**src/rtl/core/wbs_pkg.sv**
```systemverilog
// ----------------------------------------------------------------------------
// Windowed bitmap set package
// Shared types, codes and a helper function for the windowed bitmap set.
// ----------------------------------------------------------------------------
package wbs_pkg;

    localparam int WORDS_DEF = 16;
    localparam int KEY_W     = 32;
    localparam int WBW       = 26;
    localparam int DW        = 28;
    localparam int BIT_W     = 6;
    localparam int WORD_W    = 64;

    typedef enum logic [2:0] {
        OP_ADD       = 3'd0,
        OP_REMOVE    = 3'd1,
        OP_TEST      = 3'd2,
        OP_IS_EMPTY  = 3'd3,
        OP_FIND_NEXT = 3'd4,
        OP_CLEAR     = 3'd5
    } t_op;

    typedef enum logic [1:0] {
        ST_OK       = 2'd0,
        ST_ERROR    = 2'd1,
        ST_OVERFLOW = 2'd2
    } t_status;

    typedef enum logic [3:0] {
        S_IDLE,
        S_DECODE,
        S_PLAN,
        S_SHIFT_RD,
        S_SHIFT_WR,
        S_FILL,
        S_RMW_RD,
        S_RMW_WR,
        S_SCAN_RD,
        S_SCAN_CHK,
        S_FOUND,
        S_DONE
    } t_state;

    typedef struct packed {
        logic          has;
        logic          below;
        logic          above;
        logic          in_win;
        logic          ok_down;
        logic          ok_up;
        logic [DW-1:0] off;
        logic [DW-1:0] cnt_down;
        logic [DW-1:0] cnt_up;
    } t_win;

    function automatic logic [BIT_W-1:0] ctz64(input logic [WORD_W-1:0] w);
        logic [WORD_W-1:0] v;
        logic [BIT_W-1:0]  n;
        v = w;
        n = '0;
        if (v[31:0] == 32'd0) begin
            n[5] = 1'b1;
            v    = v >> 32;
        end
        if (v[15:0] == 16'd0) begin
            n[4] = 1'b1;
            v    = v >> 16;
        end
        if (v[7:0] == 8'd0) begin
            n[3] = 1'b1;
            v    = v >> 8;
        end
        if (v[3:0] == 4'd0) begin
            n[2] = 1'b1;
            v    = v >> 4;
        end
        if (v[1:0] == 2'd0) begin
            n[1] = 1'b1;
            v    = v >> 2;
        end
        if (v[0] == 1'b0) begin
            n[0] = 1'b1;
        end
        return n;
    endfunction

endpackage

```
**src/rtl/core/wbs_ram.sv**
```systemverilog
// ----------------------------------------------------------------------------
// Windowed bitmap set word memory
// Simple dual-port memory of 64-bit bitmap words with a registered read.
// ----------------------------------------------------------------------------
module wbs_ram #(
    parameter int WORDS = wbs_pkg::WORDS_DEF
) (
    input  logic                             i_clk,
    input  logic                             i_we,
    input  logic [((WORDS > 1) ? $clog2(WORDS) : 1)-1:0] i_waddr,
    input  logic [wbs_pkg::WORD_W-1:0]       i_wdata,
    input  logic [((WORDS > 1) ? $clog2(WORDS) : 1)-1:0] i_raddr,
    output logic [wbs_pkg::WORD_W-1:0]       o_rdata
);
    import wbs_pkg::*;

    logic [WORD_W-1:0] mem [WORDS];
    logic [WORD_W-1:0] r_rdata;

    always_ff @(posedge i_clk) begin
        if (i_we) begin
            mem[i_waddr] <= i_wdata;
        end
        r_rdata <= mem[i_raddr];
    end

    assign o_rdata = r_rdata;

endmodule

```
**src/rtl/core/wbs_win.sv**
```systemverilog
// ----------------------------------------------------------------------------
// Windowed bitmap set window arithmetic
// Places a key against the current window in word units and works out the
// word counts needed to grow the window downwards or upwards.
// ----------------------------------------------------------------------------
module wbs_win #(
    parameter int WORDS = wbs_pkg::WORDS_DEF
) (
    input  logic signed [wbs_pkg::WBW-1:0]   i_kw,
    input  logic signed [wbs_pkg::WBW-1:0]   i_bw,
    input  logic [$clog2(WORDS+1)-1:0]       i_cnt,
    output wbs_pkg::t_win                    o_win
);
    import wbs_pkg::*;

    localparam int CW = $clog2(WORDS + 1);
    localparam logic signed [DW-1:0] ONE     = DW'(1);
    localparam logic signed [DW-1:0] WORDS_X = DW'(WORDS);

    logic signed [DW-1:0] kw_x;
    logic signed [DW-1:0] bw_x;
    logic signed [DW-1:0] cnt_x;
    logic signed [DW-1:0] d;
    logic signed [DW-1:0] dn;
    logic signed [DW-1:0] up;

    always_comb begin
        kw_x  = {{(DW-WBW){i_kw[WBW-1]}}, i_kw};
        bw_x  = {{(DW-WBW){i_bw[WBW-1]}}, i_bw};
        cnt_x = {{(DW-CW){1'b0}}, i_cnt};
        d     = kw_x - bw_x;
        dn    = cnt_x - d;
        up    = d + ONE;

        o_win.has      = (i_cnt != '0);
        o_win.below    = d[DW-1];
        o_win.above    = (d >= cnt_x);
        o_win.in_win   = (i_cnt != '0) && !d[DW-1] && (d < cnt_x);
        o_win.ok_down  = (dn <= WORDS_X);
        o_win.ok_up    = (up <= WORDS_X);
        o_win.off      = d;
        o_win.cnt_down = dn;
        o_win.cnt_up   = up;
    end

endmodule

```
**src/rtl/core/wbs_seq.sv**
```systemverilog
// ----------------------------------------------------------------------------
// Windowed bitmap set sequencer
// Runs each transaction as a sequence of single-word memory accesses: word
// moves and zero fills when the window grows, a read-modify-write of the
// addressed word, or a scan over the words of the window.
// ----------------------------------------------------------------------------
module wbs_seq #(
    parameter int WORDS = wbs_pkg::WORDS_DEF
) (
    input  logic                             i_clk,
    input  logic                             i_rst_n,
    input  logic                             i_start,
    input  logic [2:0]                       i_op,
    input  logic signed [wbs_pkg::KEY_W-1:0] i_key,
    output logic                             o_busy,
    output logic                             o_valid,
    output logic [1:0]                       o_status,
    output logic                             o_answer,
    output logic signed [wbs_pkg::KEY_W-1:0] o_found_key,
    output logic                             o_we,
    output logic [((WORDS > 1) ? $clog2(WORDS) : 1)-1:0] o_waddr,
    output logic [wbs_pkg::WORD_W-1:0]       o_wdata,
    output logic [((WORDS > 1) ? $clog2(WORDS) : 1)-1:0] o_raddr,
    input  logic [wbs_pkg::WORD_W-1:0]       i_rdata
);
    import wbs_pkg::*;

    localparam int IW = (WORDS > 1) ? $clog2(WORDS) : 1;
    localparam int CW = $clog2(WORDS + 1);

    t_state                   r_state, n_state;
    t_op                      r_op, n_op;
    logic [KEY_W-1:0]         r_key, n_key;
    t_win                     r_dec, n_dec;
    logic signed [WBW-1:0]    r_bw, n_bw;
    logic [CW-1:0]            r_cnt, n_cnt;
    logic [IW-1:0]            r_i, n_i;
    logic [IW-1:0]            r_last, n_last;
    logic [IW-1:0]            r_shift, n_shift;
    logic [IW-1:0]            r_off, n_off;
    logic [WORD_W-1:0]        r_mask, n_mask;
    logic [WORD_W-1:0]        r_word, n_word;
    t_status                  r_status, n_status;
    logic                     r_answer, n_answer;
    logic [KEY_W-1:0]         r_found, n_found;

    logic signed [WBW-1:0]    kw;
    t_win                     win;
    logic [WORD_W-1:0]        bit_sel;
    logic [WORD_W-1:0]        scan_word;
    logic                     scan_last;
    logic [WBW-1:0]           found_word;

    assign kw         = r_key[KEY_W-1:BIT_W];
    assign bit_sel    = {{(WORD_W-1){1'b0}}, 1'b1} << r_key[BIT_W-1:0];
    assign scan_word  = i_rdata & r_mask;
    assign scan_last  = ((CW'(r_i) + CW'(1)) == r_cnt);
    assign found_word = r_bw + WBW'(r_i);

    wbs_win #(
        .WORDS (WORDS)
    ) u_win (
        .i_kw  (kw),
        .i_bw  (r_bw),
        .i_cnt (r_cnt),
        .o_win (win)
    );

    always_comb begin
        n_state = r_state;
        unique case (r_state)
            S_IDLE: begin
                if (i_start) begin
                    n_state = S_DECODE;
                end
            end
            S_DECODE: n_state = S_PLAN;
            S_PLAN: begin
                unique case (r_op)
                    OP_ADD: begin
                        priority if (!r_dec.has) begin
                            n_state = S_FILL;
                        end else if (r_dec.below) begin
                            n_state = r_dec.ok_down ? S_SHIFT_RD : S_DONE;
                        end else if (r_dec.above) begin
                            n_state = r_dec.ok_up ? S_FILL : S_DONE;
                        end else begin
                            n_state = S_RMW_RD;
                        end
                    end
                    OP_REMOVE, OP_TEST: n_state = r_dec.in_win ? S_RMW_RD : S_DONE;
                    OP_IS_EMPTY:        n_state = r_dec.has ? S_SCAN_RD : S_DONE;
                    OP_FIND_NEXT: begin
                        n_state = (r_dec.has && !r_dec.above) ? S_SCAN_RD : S_DONE;
                    end
                    default:            n_state = S_DONE;
                endcase
            end
            S_SHIFT_RD: n_state = S_SHIFT_WR;
            S_SHIFT_WR: begin
                if (r_i == '0) begin
                    n_state = S_FILL;
                end
            end
            S_FILL: begin
                if (r_i == r_last) begin
                    n_state = S_RMW_RD;
                end
            end
            S_RMW_RD:  n_state = S_RMW_WR;
            S_RMW_WR:  n_state = S_DONE;
            S_SCAN_RD: n_state = S_SCAN_CHK;
            S_SCAN_CHK: begin
                priority if (scan_word != '0) begin
                    n_state = (r_op == OP_FIND_NEXT) ? S_FOUND : S_DONE;
                end else if (scan_last) begin
                    n_state = S_DONE;
                end
            end
            S_FOUND: n_state = S_DONE;
            S_DONE:  n_state = S_IDLE;
            default: n_state = S_IDLE;
        endcase
    end

    always_comb begin
        n_op     = r_op;
        n_key    = r_key;
        n_dec    = r_dec;
        n_bw     = r_bw;
        n_cnt    = r_cnt;
        n_i      = r_i;
        n_last   = r_last;
        n_shift  = r_shift;
        n_off    = r_off;
        n_mask   = r_mask;
        n_word   = r_word;
        n_status = r_status;
        n_answer = r_answer;
        n_found  = r_found;
        o_we     = 1'b0;
        o_waddr  = r_i;
        o_wdata  = '0;
        o_raddr  = r_i;
        unique case (r_state)
            S_IDLE: begin
                if (i_start) begin
                    n_op  = t_op'(i_op);
                    n_key = i_key;
                end
            end
            S_DECODE: n_dec = win;
            S_PLAN: begin
                n_status = ST_OK;
                n_answer = 1'b0;
                n_found  = '0;
                n_mask   = '1;
                unique case (r_op)
                    OP_ADD: begin
                        priority if (!r_dec.has) begin
                            n_bw   = kw;
                            n_cnt  = CW'(1);
                            n_i    = '0;
                            n_last = '0;
                            n_off  = '0;
                        end else if (r_dec.below) begin
                            if (r_dec.ok_down) begin
                                n_shift = IW'(r_dec.cnt_down[CW-1:0] - r_cnt);
                                n_last  = IW'(r_dec.cnt_down[CW-1:0] - r_cnt - CW'(1));
                                n_i     = IW'(r_cnt - CW'(1));
                                n_bw    = kw;
                                n_cnt   = r_dec.cnt_down[CW-1:0];
                                n_off   = '0;
                            end else begin
                                n_status = ST_OVERFLOW;
                            end
                        end else if (r_dec.above) begin
                            if (r_dec.ok_up) begin
                                n_i    = r_cnt[IW-1:0];
                                n_last = r_dec.off[IW-1:0];
                                n_cnt  = r_dec.cnt_up[CW-1:0];
                                n_off  = r_dec.off[IW-1:0];
                            end else begin
                                n_status = ST_OVERFLOW;
                            end
                        end else begin
                            n_off = r_dec.off[IW-1:0];
                        end
                    end
                    OP_REMOVE: begin
                        n_off = r_dec.off[IW-1:0];
                        if (!r_dec.in_win) begin
                            n_status = ST_ERROR;
                        end
                    end
                    OP_TEST: n_off = r_dec.off[IW-1:0];
                    OP_IS_EMPTY: begin
                        n_i      = '0;
                        n_answer = !r_dec.has;
                    end
                    OP_FIND_NEXT: begin
                        if (r_dec.below) begin
                            n_i = '0;
                        end else begin
                            n_i    = r_dec.off[IW-1:0];
                            n_mask = {WORD_W{1'b1}} << r_key[BIT_W-1:0];
                        end
                    end
                    OP_CLEAR: begin
                        n_cnt = '0;
                        n_bw  = '0;
                    end
                    default: n_status = ST_ERROR;
                endcase
            end
            S_SHIFT_RD: o_raddr = r_i;
            S_SHIFT_WR: begin
                o_we    = 1'b1;
                o_waddr = r_i + r_shift;
                o_wdata = i_rdata;
                o_raddr = r_i - IW'(1);
                n_i     = (r_i == '0) ? '0 : r_i - IW'(1);
            end
            S_FILL: begin
                o_we    = 1'b1;
                o_waddr = r_i;
                o_wdata = '0;
                n_i     = r_i + IW'(1);
            end
            S_RMW_RD: o_raddr = r_off;
            S_RMW_WR: begin
                o_waddr = r_off;
                unique case (r_op)
                    OP_ADD: begin
                        o_we    = 1'b1;
                        o_wdata = i_rdata | bit_sel;
                    end
                    OP_REMOVE: begin
                        o_we    = 1'b1;
                        o_wdata = i_rdata & ~bit_sel;
                    end
                    default: n_answer = |(i_rdata & bit_sel);
                endcase
            end
            S_SCAN_RD: o_raddr = r_i;
            S_SCAN_CHK: begin
                n_mask = '1;
                priority if (scan_word != '0) begin
                    n_word   = scan_word;
                    n_answer = 1'b0;
                end else if (scan_last) begin
                    n_answer = (r_op == OP_IS_EMPTY);
                end else begin
                    o_raddr = r_i + IW'(1);
                    n_i     = r_i + IW'(1);
                end
            end
            S_FOUND: begin
                n_answer = 1'b1;
                n_found  = {found_word, ctz64(r_word)};
            end
            S_DONE: ;
            default: ;
        endcase
    end

    always_ff @(posedge i_clk) begin
        if (!i_rst_n) begin
            r_state <= S_IDLE;
            r_bw    <= '0;
            r_cnt   <= '0;
        end else begin
            r_state <= n_state;
            r_bw    <= n_bw;
            r_cnt   <= n_cnt;
        end
    end

    always_ff @(posedge i_clk) begin
        r_op     <= n_op;
        r_key    <= n_key;
        r_dec    <= n_dec;
        r_i      <= n_i;
        r_last   <= n_last;
        r_shift  <= n_shift;
        r_off    <= n_off;
        r_mask   <= n_mask;
        r_word   <= n_word;
        r_status <= n_status;
        r_answer <= n_answer;
        r_found  <= n_found;
    end

    assign o_busy      = (r_state != S_IDLE);
    assign o_valid     = (r_state == S_DONE);
    assign o_status    = r_status;
    assign o_answer    = r_answer;
    assign o_found_key = r_found;

    a_valid_single: assert property (@(posedge i_clk) disable iff (!i_rst_n)
        o_valid |=> !o_valid)
        else $error("Result strobe held for more than one cycle.");

    a_count_bound: assert property (@(posedge i_clk) disable iff (!i_rst_n)
        r_cnt <= CW'(WORDS))
        else $error("Window word count exceeds the memory depth.");

    a_accept_busy: assert property (@(posedge i_clk) disable iff (!i_rst_n)
        (i_start && !o_busy) |=> o_busy)
        else $error("Accepted transaction did not raise busy.");

    a_write_in_window: assert property (@(posedge i_clk) disable iff (!i_rst_n)
        o_we |-> (CW'(o_waddr) < r_cnt))
        else $error("Memory write outside the window.");

    a_rmw_in_window: assert property (@(posedge i_clk) disable iff (!i_rst_n)
        (r_state == S_RMW_WR) |-> (CW'(r_off) < r_cnt))
        else $error("Read-modify-write index outside the window.");

endmodule

```
**src/rtl/core/windowed_bitmap_set.sv**
```systemverilog
// ----------------------------------------------------------------------------
// Windowed bitmap set
// Set of signed 32-bit keys held as a bitmap over a window of 64-bit words.
// ----------------------------------------------------------------------------
// A transaction is accepted when start is high and busy is low; busy then
// stays high until the result has been shown on o_valid for its single cycle,
// and the receiver cannot hold the result off. Memory accesses go through the
// one word memory, one word per cycle. After acceptance the sequencer decodes
// and plans; clear, invalid codes, refused adds and out-of-window cases then
// go to the strobe. Inside the window, add, remove or test read the addressed
// word, and add or remove write it back. Add that opens a window or extends
// it upwards zero-fills the new words; add that grows it downwards moves the
// held words up, then zero-fills the new low words. Is_empty and find_next
// scan words up to the first set bit, and find_next then forms the found key.
// A new transaction can be accepted from the cycle after the strobe.
// ----------------------------------------------------------------------------
module windowed_bitmap_set #(
    parameter int WORDS = wbs_pkg::WORDS_DEF
) (
    input  logic                             i_clk,
    input  logic                             i_rst_n,
    input  logic                             start,
    output logic                             busy,
    input  logic [2:0]                       i_op,
    input  logic signed [wbs_pkg::KEY_W-1:0] i_key,
    output logic                             o_valid,
    output logic [1:0]                       o_status,
    output logic                             o_answer,
    output logic signed [wbs_pkg::KEY_W-1:0] o_found_key
);
    import wbs_pkg::*;

    localparam int IW = (WORDS > 1) ? $clog2(WORDS) : 1;

    logic              ram_we;
    logic [IW-1:0]     ram_waddr;
    logic [WORD_W-1:0] ram_wdata;
    logic [IW-1:0]     ram_raddr;
    logic [WORD_W-1:0] ram_rdata;

    wbs_seq #(
        .WORDS (WORDS)
    ) u_seq (
        .i_clk       (i_clk),
        .i_rst_n     (i_rst_n),
        .i_start     (start),
        .i_op        (i_op),
        .i_key       (i_key),
        .o_busy      (busy),
        .o_valid     (o_valid),
        .o_status    (o_status),
        .o_answer    (o_answer),
        .o_found_key (o_found_key),
        .o_we        (ram_we),
        .o_waddr     (ram_waddr),
        .o_wdata     (ram_wdata),
        .o_raddr     (ram_raddr),
        .i_rdata     (ram_rdata)
    );

    wbs_ram #(
        .WORDS (WORDS)
    ) u_ram (
        .i_clk   (i_clk),
        .i_we    (ram_we),
        .i_waddr (ram_waddr),
        .i_wdata (ram_wdata),
        .i_raddr (ram_raddr),
        .o_rdata (ram_rdata)
    );

endmodule
```
**config.mk**
```make
export PLATFORM = sky130hd
export DESIGN_NAME = windowed_bitmap_set
export DESIGN_NICKNAME = d
export VERILOG_FILES = /design/src/rtl/core/wbs_pkg.sv /design/src/rtl/core/wbs_ram.sv /design/src/rtl/core/wbs_win.sv /design/src/rtl/core/wbs_seq.sv /design/src/rtl/core/windowed_bitmap_set.sv
export SDC_FILE = /design/constraint.sdc
export NUM_CORES = 2
export LEC_CHECK = 0
export BUFFER_PORTS_ARGS = -buffer_cell sky130_fd_sc_hd__buf_4
export CAP_MARGIN = 20
export CORE_MARGIN = 1
export CORE_UTILIZATION = 40
export CTS_CLUSTER_DIAMETER = 40
export DETAILED_ROUTE_END_ITERATION = 6
export HOLD_SLACK_MARGIN = 0.05
export PLACE_DENSITY_LB_ADDON = 0.12
export SLEW_MARGIN = 20
export SYNTH_ARGS = -nofsm -noshare
export SYNTH_HDL_FRONTEND = slang
export SYNTH_SLANG_ARGS = --single-unit
export TNS_END_PERCENT = 10
```
**constraint.sdc**
```tcl
create_clock -name i_clk -period 5.25 [get_ports i_clk]
set_clock_uncertainty 0.1 [all_clocks]
set_input_delay 0.2625 -clock i_clk [delete_from_list [all_inputs] [get_ports i_clk]]
set_output_delay 0.2625 -clock i_clk [all_outputs]
set_load 0.1 [all_outputs]
```
==> summary.txt <==
Min-Delay Path Depth: 2
Peak VDD IR: 345 uV
Nets: 4498
Worst Path Max Fanout: 36
Die Area: 150000 sq um
Total core area: 148000 sq um
Min-Delay Endpoint: u_seq.r_key[30]
Yosys warnings: 0
Antenna-violating nets left: 0
Seq/Total Area, Yosys: 66.7%
Vias per Instance: 5.47
Port bufs: 74
Multi-input gate area: 18800 sq um
Startpoint types: register
Ys flop type: edfxtp_1
Status: finished, violations left
GR peak layer: met2
Asr flop ratio synth: 0%
Mapped Cells: 4104
Synth top area cells: edfxtp_1 (63%), mux2i_1 (16%), dfxtp_1 (3.3%)
Critical Path AT: 5.35 ns
Slew HR: 33.1%
CTS buffer count: 197
CP Capture Type: register
Vias in the first global route: 35192
Clock Sinks: 1355
First-pass GRT wire length: 238000 microns
M2 GR Usage: 34.5%
Max Slew Vio Count: 0
Mapped cell area: 59600 sq um
Start of the worst register-to-register path: u_ram.o_rdata[38]
Synthesis-to-finish area growth: 20.0%
Leakage Power: 25.9 nW
Starting DRT DRC Count: 2568
Post-Syn Nets: 4194
GP Congestion: 0.934
Sum Neg Setup Slack: 0 ns
Post-synth top cells: edfxtp_1 (1256), mux2i_1 (977), o21ai_0 (226)
FF-to-FF End: u_ram.o_rdata[10]
Critical path required time: 5.78 ns
Post-synth top area cell: edfxtp_1
Post-route clock period utilization: 91.9%
Mean Syn Cell Area: 14.5 sq um
Register Area: 39700 sq um
Crit path time final: 4.83 ns
Via count: 35662
Max-Cap Viols: 0
Post-synth top area share: 63.3%
Hold Crit Start: i_key[30]
Drc violations: 4
Cell variety after synth: 90
Rows: 141
Routed WL: 162000 microns
Setup-failing EPs final: 0
Initial Util: 40.3%
Placed cells: 6085
Seq cells post-synth: 1355
GR Util met3: 3.24%
Top-count cell post-synth: edfxtp_1
Root Buffer: clkbuf_16
Cell Count, Final, Fillers Out: 6515
Clk Latency, worst-skew pair: 0.81 ns
Dpl ws: 0.314 ns
Final hold violations: 0
CTS max path bufs: 3
Filler Cell Count: 12637
Met1 global-route usage: 29.6%
Die X: 388 microns
RSZ-0062 raised after global routing: no
Share of layout cells above drive strength 1: 14.7%
CTS tree: done
Final setup margin: 0.424 ns
WS Path Type: reg2reg
Worst Hold Class: in2reg
R2R cell count: 14
DP HPWL: 99200 microns
Total global-route track usage: 21.3%
EDFF count, synth: 1256
Initial antenna violation count: 2
Detailed Routing Iterations Pass 1: 7
H-tree Lvls: 4
Pin count of the biggest net entering global routing: 66
Pwr/cell area: 517 nW/um^2
Fmax: 0.207 GHz
Die H: 388 microns
Drt wl/cell: 24.8 microns
Post-CTS setup buffers: 0
Failing checks: DRC
# IOs: 75
R2r setup slk: 0.42 ns
Reg clk slew, reported paths: 0.06 ns
Least-Margin Pin Slew: 1.00 ns
Gr ovfl total: 0
## power by group
group	internal [W]	switching, W	total, W
combinational	0.00371	0.00570	0.00941
sequential	0.0127	0.000863	0.0136
clock	0.00886	0.00510	0.0140
## registers in the layout, summed over array words and instances, names as in the netlist, 5 cells and up
name               count
u_seq.o_found_key     32
u_seq.r_cnt            5
u_ram.o_rdata         64
u_ram.mem           1024
u_seq.r_bw            26
u_seq.r_mask          63
u_seq.r_word          63
u_seq.r_dec           20
u_seq.r_key           32
## worst max-delay path, stage by stage, from the launching register on
cell      delay [ns]
dfxtp_1         0.42
and2_1          0.23
or4_1           0.59
nor4_1          0.41
nand4_1         0.26
buf_4           0.23
o31ai_1         0.22
a21oi_1         0.15
a311oi_4        0.44
buf_12          0.26
buf_12          0.28
mux2i_1         0.12
mux2i_1         0.17
mux2i_1         0.09
mux2i_1         0.60
## area by class of cell
type                            count  area share (%)
Clock inverter                    144            2.69
Multi-Input combinational cell   2460            26.3
Sequential cell                  1355            55.5
Inverter                           79           0.415
Tap cell                         1930            3.38
Timing Repair Buffer              315            4.36
Clock buffer                      231            7.26
Antenna cell                        1         0.00350
## metrics by stage
stage / util [%] / hold WS (ns) / power, W / cell area, sq um
after CTS: 48.4 / 0.0595 / 0.0373 / 71400
final: 48.4 / 0.0936 / 0.0370 / 71500
after global placement: 43.2 / 0.342 / 0.0232 / 63800
after global routing: 48.4 / 0.0713 / 0.0384 / 71500
after floorplan: - / 0.261 / 0.0200 / 59600
after detailed placement: 43.2 / 0.342 / 0.0232 / 63800
## logic make-up after synthesis
family / share of synthesized area (%)
XOR/XNOR: 0.927
adder cells (fa/ha/maj): 1.16
buffers and inverters: 2.09
multiplexers: 16.5
AO/OA/AOI/OAI: 6.30
flip-flops: 66.7
AND/OR/NAND/NOR: 6.32
## cell usage in the layout (no fill, tap or decap), types with 34 or more instances in the layout
| cell | instances |
|---|---|
| xnor2_1 | 44 |
| edfxtp_1 | 1256 |
| o21ai_0 | 206 |
| nand2_1 | 185 |
| ha_1 | 47 |
| nor2_1 | 154 |
| clkbuf_16 | 198 |
| dlygate4sd3_1 | 53 |
| inv_1 | 78 |
| buf_12 | 49 |
| and2_1 | 86 |
| a21oi_1 | 145 |
| nor3_1 | 53 |
| nand3_1 | 67 |
| buf_4 | 212 |
| mux2i_1 | 977 |
| dfxtp_1 | 99 |
| bufinv_16 | 34 |
## worst max path at each step
stage,from,to,depth (start not counted)
floorplan,u_seq.r_i[1],u_ram.mem[12][0],7
global placement,u_ram.o_rdata[38],u_ram.o_rdata[10],14
detailed placement,u_ram.o_rdata[38],u_ram.o_rdata[10],14
CTS,u_ram.o_rdata[38],u_ram.o_rdata[10],14
global route,u_ram.o_rdata[38],u_ram.o_rdata[4],15
finish,u_ram.o_rdata[38],u_ram.o_rdata[10],14
## repair_timing
item / CTS / global route
gates resized for setup: 0 / 1
hold buffers: 53 / 0
endpoints found under the hold margin: 85 / 0
endpoints found under the setup margin: 0 / 1
## per-layer routing
layer	vias to the layer above	wire length [microns]	part of all wire, %
met4	0	3660	2.3
met2	976	76600	47
met3	250	8020	5.0
li1	16446	-	-
met5	-	0	0
met1	17990	73500	45
No activity file was read; power rests on OpenSTA's default activity.
